`config.mk`:
```
export PLATFORM = sky130hd
export DESIGN_NAME = gtr_front
export DESIGN_NICKNAME = d
export VERILOG_FILES = /design/src/rtl/gtr_pkg.sv /design/src/rtl/gtr_front.sv
export SDC_FILE = /design/constraint.sdc
export NUM_CORES = 1
export LEC_CHECK = 0
export BUFFER_PORTS_ARGS = -buffer_cell sky130_fd_sc_hd__buf_2
export CORE_MARGIN = 2
export CORE_UTILIZATION = 39
export CTS_CLUSTER_SIZE = 16
export DETAILED_ROUTE_END_ITERATION = 16
export HOLD_SLACK_MARGIN = 0.15
export PLACE_DENSITY = 0.7
export SLEW_MARGIN = 5
export SYNTH_ARGS = -nofsm -noshare
export SYNTH_HDL_FRONTEND = slang
export SYNTH_SLANG_ARGS = --single-unit
```
`constraint.sdc`:
```
create_clock -name clk -period 13.2 [get_ports clk]
set_clock_uncertainty 0.05 [all_clocks]
set_input_delay 2.64 -clock clk [delete_from_list [all_inputs] [get_ports clk]]
set_output_delay 2.64 -clock clk [all_outputs]
set_load 0.02 [all_outputs]
```
`src/rtl/gtr_pkg.sv`:
```
// ----------------------------------------------------------------------------
// gtr_pkg
// Shared types and constants for the glyph text renderer.
// ----------------------------------------------------------------------------
`default_nettype none

package gtr_pkg;

  // glyph width is fixed by the 8-bit row mask
  localparam int GLYPH_COLS = 8;

  localparam int FRAME_W  = 48;
  localparam int PITCH_W  = 16;
  localparam int CURSOR_W = 16;
  localparam int COLOUR_W = 32;
  localparam int ADDR_W   = 64;
  localparam int FIDX_W   = 12;
  localparam int GBASE_W  = 16;
  // pixel offset: 16-bit column plus 17-bit row times 16-bit pitch
  localparam int PIX_W    = 34;
  localparam int QDEPTH   = 4;

  localparam int CFG_IDX_W  = 2;
  localparam int CFG_DATA_W = 48;

  // register indexes on the configuration port
  localparam logic [CFG_IDX_W-1:0] REG_FRAME_BASE   = 2'd0;
  localparam logic [CFG_IDX_W-1:0] REG_LINE_PITCH   = 2'd1;
  localparam logic [CFG_IDX_W-1:0] REG_LINE_WIDTH   = 2'd2;
  localparam logic [CFG_IDX_W-1:0] REG_GLYPH_STRIDE = 2'd3;

  localparam logic [PITCH_W-1:0] LINE_PITCH_RST   = 16'd1024;
  localparam logic [PITCH_W-1:0] LINE_WIDTH_RST   = 16'd1024;
  localparam logic [7:0]         GLYPH_STRIDE_RST = 8'd16;

  // input kind codes
  localparam logic [1:0] KIND_LOAD = 2'd0;
  localparam logic [1:0] KIND_DRAW = 2'd1;
  localparam logic [1:0] KIND_EOL  = 2'd2;

  typedef enum logic [1:0] {
    OP_LOAD = 2'd0,
    OP_DRAW = 2'd1,
    OP_EOL  = 2'd2
  } gtr_op_t;

  // classified item: addr is the font index for a load, the glyph base for a draw
  typedef struct packed {
    gtr_op_t              op;
    logic [GBASE_W-1:0]   addr;
    logic [7:0]           data;
    logic [COLOUR_W-1:0]  colour;
  } gtr_item_t;

  typedef struct packed {
    logic [FRAME_W-1:0]  frame_base;
    logic [PITCH_W-1:0]  line_pitch;
    logic [PITCH_W-1:0]  line_width;
  } gtr_cfg_t;

endpackage

`default_nettype wire

```
`src/rtl/gtr_front.sv`:
```
// ----------------------------------------------------------------------------
// gtr_front
// Accepts input beats, drops undefined kinds and works out the glyph base.
// ----------------------------------------------------------------------------
`default_nettype none

module gtr_front (
  input  wire logic                          clk,
  input  wire logic                          rst,
  input  wire logic                          in_valid,
  output logic                               in_ready,
  input  wire logic [1:0]                    kind,
  input  wire logic [gtr_pkg::FIDX_W-1:0]    font_index,
  input  wire logic [7:0]                    font_byte,
  input  wire logic [7:0]                    char_code,
  input  wire logic [gtr_pkg::COLOUR_W-1:0]  colour,
  input  wire logic [7:0]                    glyph_stride,
  output logic                               push,
  output gtr_pkg::gtr_item_t                 push_item,
  input  wire logic                          q_full
);
  import gtr_pkg::*;

  logic      f_valid;
  gtr_item_t f_item;
  gtr_item_t dec_item;
  logic      dec_keep;

  always_comb begin
    dec_item        = '0;
    dec_item.data   = font_byte;
    dec_item.colour = colour;
    dec_keep        = 1'b1;
    unique case (kind)
      KIND_LOAD: begin
        dec_item.op   = OP_LOAD;
        dec_item.addr = GBASE_W'(font_index);
      end
      KIND_DRAW: begin
        dec_item.op   = OP_DRAW;
        dec_item.addr = GBASE_W'(char_code) * GBASE_W'(glyph_stride);
      end
      KIND_EOL: begin
        dec_item.op = OP_EOL;
      end
      default: begin
        dec_keep = 1'b0;
      end
    endcase
  end

  assign push      = f_valid && !q_full;
  assign push_item = f_item;
  assign in_ready  = !f_valid || !q_full;

  always_ff @(posedge clk) begin
    if (rst) begin
      f_valid <= 1'b0;
    end else if (in_valid && in_ready) begin
      f_valid <= dec_keep;
    end else if (push) begin
      f_valid <= 1'b0;
    end
  end

  always_ff @(posedge clk) begin
    if (in_valid && in_ready) begin
      f_item <= dec_item;
    end
  end

endmodule

`default_nettype wire

```
======== Word level (Yosys, flattened, before mapping) ========
Cells that the tools add are included.
word-level totals
  input port bits ......................... 74
  output and inout port bits .............. 60
  register bits ........................... 59
  logic and storage cells ................. 21
operators by class
  multipliers ............................. 1
  multiplexer cells ....................... 5
  reduce and logical (&&, ||, !) cells .... 8
  eq/ne operators ......................... 2
operators with widths
  kind                count
  $pmux 16 s2         1
  $mul 8x8->16        1
  $pmux 2 s2          1
  $mux 1              3
  $reduce_or 3->1     1
  $eq 2x1->1 const B  1
  $eq 2x2->1 const B  1
  $logic_and 1x1->1   2
  $logic_not 1->1     2
  $logic_not 2->1     1
  $reduce_bool 2->1   1
  $logic_or 1x1->1    1

======== Depth between registers and ports, before layout ========
  word-level depth ........................ 4
  depth in mapped cells ................... 16
  gate-level depth less buffers ........... 15

======== Least setup slack after synthesis ========
No wires, ideal clock.
  path kind ............................... input to register
  from .................................... input char_code[0]
  to ...................................... register f_item (netlist bit push_item[50]) (data pin)
  stages on the path ...................... 13
  data required time ...................... 12889 ps
  path buffers ............................ 0
  slack ................................... 6749 ps
  library setup time ...................... 261 ps
  arrival time ............................ 6140 ps
  path through ............................ nand2_1 fa_1 fa_1 inv_1 fa_1 inv_1 fa_1 inv_1 ha_1 a21oi_1 o21ai_1 a31o_2 a221o_1
RTL lines
  item                    RTL line         text
  start: declaration      gtr_front.sv:15  input wire logic [7:0] char_code,
  end signal: assignment  gtr_front.sv:68  f_item <= dec_item;
  end: declaration        gtr_front.sv:25  gtr_item_t f_item;

==> impl_metrics.csv <==
group,metric,value,unit
cts,postCtsSetupBuffers,0,
detailed_routing,drtIter0Drc,62,
detailed_routing,drt-total-wl,8640,µm
cts,cts_hold_buffers,0,
detailed_routing,vias,2933,
global_routing,grt_antenna_before_repair,0,
cts,cts_tree,"yes",
detailed_routing,postRouteAntennaNets,0,
min_path,hold_class,"flop to flop",
cts,clockRootBuffer,"clkbuf_8",
status,status,"complete, no violations",
cts,cts.sink_count,59,
placement,portBuffers,133,
cts,cts.clk_slew.worst_paths,0.06,ns
timing,setup_viol,0,
timing,whs,0.461,ns
yosys,synthTopCellsByCount,"edfxtp_1, inv_1, and2_1",
placement,dp_cells,611,
yosys,synth-seq-cells,59,
floorplan,pin_count,134,
timing,finalSetupTns,0,ns
yosys,netlist_area,0.00411,mm²
power,power_density,134,mW/mm²
yosys,ys.flop_type,"edfxtp_1",
power,total_power,689,µW
floorplan,start_util,40.0,%
run,maxCapViolCount,0,
critical_path,worstPathArrival,6.49,ns
critical_path,setup.worst_path.class,"input port to flop",
power,irDropWorstVdd,0.0602,mV
timing,rsz0062_at_grt,"false",
yosys,synthCells,346,
detailed_routing,wl_per_cell,13.8,µm
global_routing,grt_max_degree,45,
timing,slew_headroom,64.3,%
critical_path,required,13.22,ns
final_layout,nNetsFinal,632,
final_layout,syn2layout_area_growth,24.6,%
floorplan,core_region_area,0.0103,mm²
cts,clock_path_buffers,2,
timing,finalHoldViolCount,0,
timing,finalCriticalPeriod,6.47,ns
cts,cts_resized,0,
timing,worst_slew_pin_slew,0.536,ns
final_layout,drive_gt1_share,31.0,%
detailed_routing,drc_errors,0,
critical_path,endpoint_kind,"flop",
critical_path,crit_path_start_kind,"input port",
placement,place_area,0.00494,mm²
global_routing,grt_overflow,0,
detailed_routing,dr.pass1.iters,4,
placement,hpwl,7400,µm
floorplan,die-area,0.0114,mm²
yosys,yosysTopAreaCell,"edfxtp_1",
cts,clk_latency,0.32,ns
timing,finalCritPeriodShare,49.0,%
cts,htreeDepth,3,
yosys,synth.yosys.seq_area_share,42.8,%
global_routing,grt_pass1_wl,14100,µm
yosys,synth_most_common_cell,"edfxtp_1",
floorplan,num_rows,37,
yosys,yosysTopAreaCellShare,42.3,%
yosys,syn-num-nets,492,
detailed_routing,viasPerCell,4.68,
floorplan,die_w,107,µm
final_layout,instances_no_fill,627,
final_layout,num_antenna_cells,0,
cts,numCtsBuffers,9,
yosys,avgSynthCellArea,11.9,µm²
yosys,ys_types,38,
final_layout,fin_area,0.00512,mm²
floorplan,die_h,107,µm
yosys,synth_edf_count,58,
global_routing,grt_pass1_vias,2978,
global_routing,grt_use_total,15.8,%
timing,fmax,155,MHz
yosys,ys_async_sr_fraction,0,%
yosys,ys.warnings.count,0,
placement,place.gp.congestion,0.813,
power,power_leakage,0.00246,µW
timing,drv_slew,0,
critical_path,critPathMaxFanout,8,
yosys,synth_area_leaders,"edfxtp_1, fa_1, ha_1",
[per-layer routing]
layer	GRT usage, %	up-vias	share of wire (%)
li1	-	1439	-
met5	0	-	0
met3	3.59	6	7.6
met2	27.2	117	47
met4	3.90	0	0.68
met1	20.2	1371	44
[cell type report]
cell class | instances | area (µm²)
clock buffer | 14 | 153
timing repair buffer | 134 | 673
inverter | 52 | 195
fill | 964 | 5150
clock inverter | 2 | 35.0
multi-input combinational | 230 | 2140
tap | 136 | 170
sequential | 59 | 1760
[final timing paths]
kind / from / endpoint / slack, ns / cells after the start
min reg2reg: f_valid / f_valid / 0.46 / 2
min: f_valid / f_valid / 0.46 / 2
max: char_code[2] / push_item[54] / 6.73 / 14
max reg2reg: f_valid / push_item[10] / 11.45 / 3
[cell usage in the layout (no fill, tap or decap), drive strengths merged, types with 2 or more instances in the layout]
master and instances:
nor3b 3, buf 134, nor2 14, a21oi 9, nand3b 2, nand3 3
inv 52, o21ai 7, and2 51, nor2b 2, xor2 4, o211ai 3
a31o 2, ha 36, clkbuf 14, mux2i 7, a21o 3, o21bai 2
nand2 27, xnor2 3, fa 36, edfxtp 58, a211oi 4, nand2b 3
[worst max-delay path: stages]
cell and delay (ns):
buf_2 0.14, and2_1 0.18, fa_1 0.51, fa_1 0.51, fa_1 0.54, inv_1 0.05
fa_1 0.52, inv_1 0.04, ha_1 0.37, a21o_1 0.22, a31o_2 0.26, a211oi_1 0.26
o21bai_1 0.12, mux2i_1 0.12
[logic make-up after synthesis]
group / after synthesis / synth area share (%)
AO/OA/AOI/OAI: 37 / 6.36
adder cells (fa/ha/maj): 72 / 28.5
AND/OR/NAND/NOR: 107 / 13.9
XOR/XNOR: 7 / 1.49
buffers and inverters: 57 / 5.26
flip-flops: 59 / 42.8
multiplexers: 7 / 1.70
[metrics by stage]
stage	setup slack, ns	util (%)
final	6.73	49.9
after global routing	6.43	49.9
after CTS	6.75	49.9
after detailed placement	6.40	48.0
after global placement	6.47	48.0
after floorplan	6.75	-
[flip-flops by register name, indices dropped and copies added (netlist names)]
name / cells
push_item: 58
f_valid: 1
[power by group]
| group | internal, µW | total, µW | switching, µW | leakage, µW |
|---|---|---|---|---|
| Sequential | 227 | 231 | 3.55 | 0.000577 |
| Combinational | 122 | 305 | 183 | 0.00179 |
| Clock | 92.3 | 153 | 61.1 | 0.0000947 |
No activity file was read; power rests on OpenSTA's default activity.
