<file path="config.mk">
export PLATFORM = sky130hd
export DESIGN_NAME = gtr_queue
export DESIGN_NICKNAME = d
export VERILOG_FILES = /design/src/rtl/gtr_pkg.sv /design/src/rtl/gtr_queue.sv
export SDC_FILE = /design/constraint.sdc
export NUM_CORES = 1
export LEC_CHECK = 0
export ABC_AREA = 1
export BUFFER_PORTS_ARGS = -buffer_cell sky130_fd_sc_hd__buf_2
export CAP_MARGIN = 5
export CORE_MARGIN = 3
export CORE_UTILIZATION = 35
export DETAILED_ROUTE_END_ITERATION = 16
export PLACE_DENSITY = 0.61
export SLEW_MARGIN = 25
export SYNTH_ARGS = -nofsm -noshare
export SYNTH_HDL_FRONTEND = slang
export SYNTH_SLANG_ARGS = --single-unit
</file>
<file path="constraint.sdc">
create_clock -name clk -period 2.2 [get_ports clk]
set_input_delay 0.44 -clock clk [delete_from_list [all_inputs] [get_ports clk]]
set_output_delay 0.44 -clock clk [all_outputs]
set_load 0.005 [all_outputs]
</file>
<file path="src/rtl/gtr_pkg.sv">
// ----------------------------------------------------------------------------
// gtr_pkg
// Shared types and constants for the glyph text renderer.
// ----------------------------------------------------------------------------
`default_nettype none

package gtr_pkg;

  // glyph width is fixed by the 8-bit row mask
  localparam int GLYPH_COLS = 8;

  localparam int FRAME_W  = 48;
  localparam int PITCH_W  = 16;
  localparam int CURSOR_W = 16;
  localparam int COLOUR_W = 32;
  localparam int ADDR_W   = 64;
  localparam int FIDX_W   = 12;
  localparam int GBASE_W  = 16;
  // pixel offset: 16-bit column plus 17-bit row times 16-bit pitch
  localparam int PIX_W    = 34;
  localparam int QDEPTH   = 4;

  localparam int CFG_IDX_W  = 2;
  localparam int CFG_DATA_W = 48;

  // register indexes on the configuration port
  localparam logic [CFG_IDX_W-1:0] REG_FRAME_BASE   = 2'd0;
  localparam logic [CFG_IDX_W-1:0] REG_LINE_PITCH   = 2'd1;
  localparam logic [CFG_IDX_W-1:0] REG_LINE_WIDTH   = 2'd2;
  localparam logic [CFG_IDX_W-1:0] REG_GLYPH_STRIDE = 2'd3;

  localparam logic [PITCH_W-1:0] LINE_PITCH_RST   = 16'd1024;
  localparam logic [PITCH_W-1:0] LINE_WIDTH_RST   = 16'd1024;
  localparam logic [7:0]         GLYPH_STRIDE_RST = 8'd16;

  // input kind codes
  localparam logic [1:0] KIND_LOAD = 2'd0;
  localparam logic [1:0] KIND_DRAW = 2'd1;
  localparam logic [1:0] KIND_EOL  = 2'd2;

  typedef enum logic [1:0] {
    OP_LOAD = 2'd0,
    OP_DRAW = 2'd1,
    OP_EOL  = 2'd2
  } gtr_op_t;

  // classified item: addr is the font index for a load, the glyph base for a draw
  typedef struct packed {
    gtr_op_t              op;
    logic [GBASE_W-1:0]   addr;
    logic [7:0]           data;
    logic [COLOUR_W-1:0]  colour;
  } gtr_item_t;

  typedef struct packed {
    logic [FRAME_W-1:0]  frame_base;
    logic [PITCH_W-1:0]  line_pitch;
    logic [PITCH_W-1:0]  line_width;
  } gtr_cfg_t;

endpackage

`default_nettype wire

</file>
<file path="src/rtl/gtr_queue.sv">
// ----------------------------------------------------------------------------
// gtr_queue
// Short item queue between the front and the row sequencer.
// ----------------------------------------------------------------------------
`default_nettype none

module gtr_queue (
  input  wire logic                clk,
  input  wire logic                rst,
  input  wire logic                push,
  input  wire gtr_pkg::gtr_item_t  push_item,
  output logic                     full,
  input  wire logic                pop,
  output gtr_pkg::gtr_item_t       head,
  output logic                     empty
);
  import gtr_pkg::*;

  localparam int PTR_W = $clog2(QDEPTH);

  gtr_item_t            slots [QDEPTH];
  logic [PTR_W-1:0]     wr_ptr;
  logic [PTR_W-1:0]     rd_ptr;
  logic [PTR_W:0]       count;

  assign full  = (count == (PTR_W+1)'(QDEPTH));
  assign empty = (count == '0);
  assign head  = slots[rd_ptr];

  always_ff @(posedge clk) begin
    if (rst) begin
      wr_ptr <= '0;
      rd_ptr <= '0;
      count  <= '0;
    end else begin
      if (push) begin
        wr_ptr <= wr_ptr + 1'b1;
      end
      if (pop) begin
        rd_ptr <= rd_ptr + 1'b1;
      end
      if (push && !pop) begin
        count <= count + 1'b1;
      end else if (pop && !push) begin
        count <= count - 1'b1;
      end
    end
  end

  always_ff @(posedge clk) begin
    if (push) begin
      slots[wr_ptr] <= push_item;
    end
  end

endmodule

`default_nettype wire

</file>
* Yosys cells after proc, flatten, opt, wreduce, memory -nomap -nowiden
Memories as Yosys holds them, arrays and structs flattened. A register that Yosys moved wholly into a read port is not among the register bits. Index checks and enable logic that the tools add are counted.
Cells by class: equal/unequal tests 1, reductions and logical operators 6, $add $sub $neg 4, muxes and demuxes 6
Operator list (count):
- 3-bit two-way mux | 2
- 2-bit by 1-bit adder with 2-bit output, second input constant | 2
- 2-bit two-way mux | 2
- 3-bit by 1-bit adder with 3-bit output, second input constant | 1
- 3-bit equality test, second input constant | 1
- 3-bit zero test | 1
- 3-bit by 1-bit subtractor with 3-bit output, second input constant | 1
- 1-bit logical AND | 2
- 1-bit zero test | 2
- 1-bit two-way mux | 2
- 2-bit nonzero test | 1
Word-level totals: flip-flop bits (word level) 7, word-level logic and storage cells 21, memories kept 1, RAM bits 232, output and inout bits 60
Memories:
- slots | depth 4, bits a word 58, rd ports 1, clocked after memory_dff 1, write ports 1, line gtr_queue.sv:21 | gtr_item_t slots [QDEPTH];

* Logic depth before layout (Yosys ltp)
word-level depth 4, depth in mapped cells 10

* Worst setup path after synthesis
No wires, ideal clock.
path type register to register, from register wr_ptr[0], to memory slots[2][0] (netlist bit) (enable), setup time 0.412 ns, data arrival time 1.718 ns, cell stages (with the launch flop) 5, required time 1.788 ns, path slack 0.070 ns, path buffers 0, cell sequence dfxtp_1 -> inv_1 -> ha_1 -> nand2_1 -> inv_1
RTL lines:
- start, declared | line gtr_queue.sv:22 | logic [PTR_W-1:0] wr_ptr;
- start signal, assigned | line gtr_queue.sv:37 | wr_ptr <= wr_ptr + 1'b1;
- end, declared | line gtr_queue.sv:21
Straight into the memory's write port.

==> metrics.md <==
| Metric | Value |
|---|---|
| Final hold viol count | 0 |
| Die area | 28000 um2 |
| Fillers | between 2000 and 2500 |
| Type of element launching the critical path | flip-flop |
| Leak | 4.17 nW |
| Global-route wire length before repair | 31.6 mm |
| Initial core utilization | 35.8% |
| Worst min path class | primary input to flip-flop |
| Largest net degree at the start of global routing | 43 |
| CTS Sinks | 241 |
| Core area | 25400 um2 |
| TritonCTS Buffers | 26 |
| Mapped Area | 9100 um2 |
| FF-to-FF setup slack | 0.63 ns |
| Critical path endpoint | head[7] |
| DIE WIDTH | 167 um |
| Final Routed Wirelength | around 23 mm |
| Syn Nets | 687 |
| Clk buf depth | 3 |
| FF-to-FF Start | wr_ptr[1]$_SDFFE_PP0P_ |
| H-tree levels | 1 |
| DPL Wire Length | 11.9 mm |
| Layout cells sized above 1 | 34.4% |
| Root Buffer | clkbuf_16 |
| First DRT Iteration DRCs | roughly 480 |
| Failing checks | setup timing |
| Final hold slack | 0.0940 ns |
| Die height | 167 um |
| Synth Area per Inst | approximately 15 um2 |
| PD cells | ~900 nW/um2 |
| Latest clock arrival within the worst-skew pair | 0.52 ns |
| Max Cap Violations | 0 |
| Final setup viols | 1 |
| Critical path class | flip-flop to output pin |
| RSZ-0062 raised after global routing | true |
| Vias per std cell | between 5 and 6 |
| GP Congestion | around 0.70 |
| Worst Reg2Reg Path Length in Cells | 5 |
| Worst VDD drop | 0.471 mV |
| Rows | 58 |
| Design area | 11700 um2 |
| Status | finished with violations |
| Yosys warns | 0 |
| Required time worst endpoint | 1.76 ns |
| #FFs+latches synth | 241 |
| Worst EP arrival | 1.77 ns |
| GRT overflow | 0 |
| Worst-path clk slew | 0.06 ns |
| Synth cell types | 26 |
| NumNets Final | approximately 840 |
| Hold_buf cts | 0 |
| FF-to-FF End | slots[1][25]$_DFFE_PP_ |
| # DRC | 0 |
| First-pass DRT Iterations | 5 |
| Worst clock skew | 0.0142 ns |
| Top Ports | 122 |
| P&R area growth vs syn | 29.0% |
| Slew margin rel. | ~73% |
| Initial antenna violation count | 4 |
| Fin worst setup slack | -0.00640 ns |
| Vias in the first global route | 5557 |
| CTS tree | yes |
| Fin crit share | 100% |
| GRT Util Overall | 14.3% |
| Total number of vias | 5721 |
| Placement Cell Area | between 10000 and 15000 um2 |
| Worst-path fanout max | 20 |
| Worst-Margin Slew | 0.407 ns |
| Max Freq | ~0.45 GHz |
| Antenna viol nets, final | 0 |
| Crit end category | output pin |
| Register area share after synthesis | 78.5% |
| Count of input and output buffers | around 120 |
| Cells after Synth | 619 |
| Min Clock Period, post-route | between 2 and 2.5 ns |
| Pins Over Slew Limit | 0 |
| Routed len/inst | a little over 20 um |
worst min-delay path by stage:
stage	startpoint	endpoint	slack [ns]	cells after the start
floorplan	rd_ptr[1]$_SDFFE_PP0P_	flip-flop	0.41	1
CTS	rst	count[0]$_SDFFE_PP0P_	0.07	2
finish	rst	count[0]$_SDFFE_PP0P_	0.09	2
global route	rst	count[0]$_SDFFE_PP0P_	0.09	2
global placement	rd_ptr[1]$_SDFFE_PP0P_	flip-flop	0.42	1
detailed placement	rd_ptr[1]$_SDFFE_PP0P_	flip-flop	0.42	1
cell families (layout without fill, tap and decap cells):
kind of cell	Yosys count	after routing	synth area share (%)
AO/OA/AOI/OAI	182	182	10.8
XOR/XNOR	1	1	0.0963
adder cells (fa/ha/maj)	6	6	0.907
buffers and inverters	54	228	3.75
flip-flops	241	241	78.5
other	0	4	0
AND/OR/NAND/NOR	135	135	5.91
sequential cells by signal (all words and copies together) (netlist names), named ones only:
register  count
slots       232
wr_ptr        2
rd_ptr        2
count         3
worst max-delay path: stages, from the launching register on:
cell and delay (ns):
dfxtp_4 0.38, buf_4 0.15, buf_12 0.14, o21ai_0 0.29
o22ai_2 0.15, buf_2 0.15
power by group:
| part | switching [mW] | internal (mW) |
|---|---|---|
| logic | 0.675 | 0.493 |
| clock network | 1.64 | 2.47 |
| registers | 0.0646 | 5.24 |
synthesized netlist by cell type:
cell type  instances  area [um2]
edfxtp_1         232        6970
buf_4              3        22.5
ha_1               5        62.6
buf_6              8        90.1
dfxtp_1            9         180
nor2_1           112         420
nand3_1            1        5.00
clkbuf_2           5        25.0
buf_2              8        40.0
fa_1               1        20.0
clkbuf_4           5        37.5
nor3_1             2        10.0
a21oi_1            3        15.0
o21ai_0          115         576
clkbuf_1           6        22.5
o22ai_1           58         363
inv_6              1        8.76
nand2_1            9        33.8
o21ai_1            6        30.0
buf_12             1        20.0
buf_8              1        15.0
inv_2              1        3.75
xor2_1             1        8.76
nor2_2            10        62.6
inv_1             15        56.3
nand4_1            1        6.26
stage by stage:
stage	setup TNS (ns)	worst slack [ns]	total power, mW	utilization, %	instances
after global routing	-1.07	-0.118	11.0	46.2	1124
after CTS	-0.0559	-0.0383	10.5	43.7	1106
after floorplan	0	0.0696	5.87	-	619
final	-0.00640	-0.00640	10.6	46.2	1127
after detailed placement	0	0.362	6.31	39.9	1055
after global placement	0	0.382	6.29	39.9	1055
layout make-up:
type | instances | area [um2] | area share, %
Multi-Input combinational cell | 324 | 1860 | 15.8
Antenna cell | 4 | 10.0 | 0.0853
Tap cell | 330 | 413 | 3.52
Inverter | 17 | 97.6 | 0.831
Timing Repair Buffer | 162 | 1360 | 11.5
Timing Repair inverter | 4 | 47.5 | 0.405
Sequential cell | 241 | 7150 | 60.9
Clock buffer | 37 | 713 | 6.07
Clock inverter | 8 | 88.8 | 0.757
layer usage:
layer	vias to the layer above	GRT usage [%]	share of wire, %
met1	2843	18.7	44
met3	49	3.75	6.8
met4	6	4.45	2.5
met5	-	0	0.16
met2	169	23.6	47
li1	2654	-	-
cell usage in the layout, fill, tap and decap left out, types with 2 or more instances in the layout:
cell type / instances
buf_6: 7
nor2_1: 96
edfxtp_1: 232
bufinv_16: 2
clkbuf_1: 10
clkbuf_16: 34
buf_4: 6
o21ai_4: 3
a21oi_1: 3
buf_8: 3
o22ai_2: 11
ha_1: 5
dfxtp_4: 2
buf_2: 121
nand2_1: 9
o21ai_0: 63
nor2_2: 26
inv_8: 3
o21ai_1: 27
buf_12: 12
inv_1: 11
diode_2: 4
clkinv_1: 4
nor3_1: 2
o22ai_1: 47
dfxtp_1: 7
inv_2: 4
o21ai_2: 28
buf_16: 6
what timing repair did:
item | 4_1_cts | 5_1_grt
gates resized for setup | 23 | 127
setup endpoints to repair | 58 | 52
setup buffers | 3 | 6
pin swaps | 1 | 13
gates cloned | 3 | 11
(Power assumes the default switching activity.)
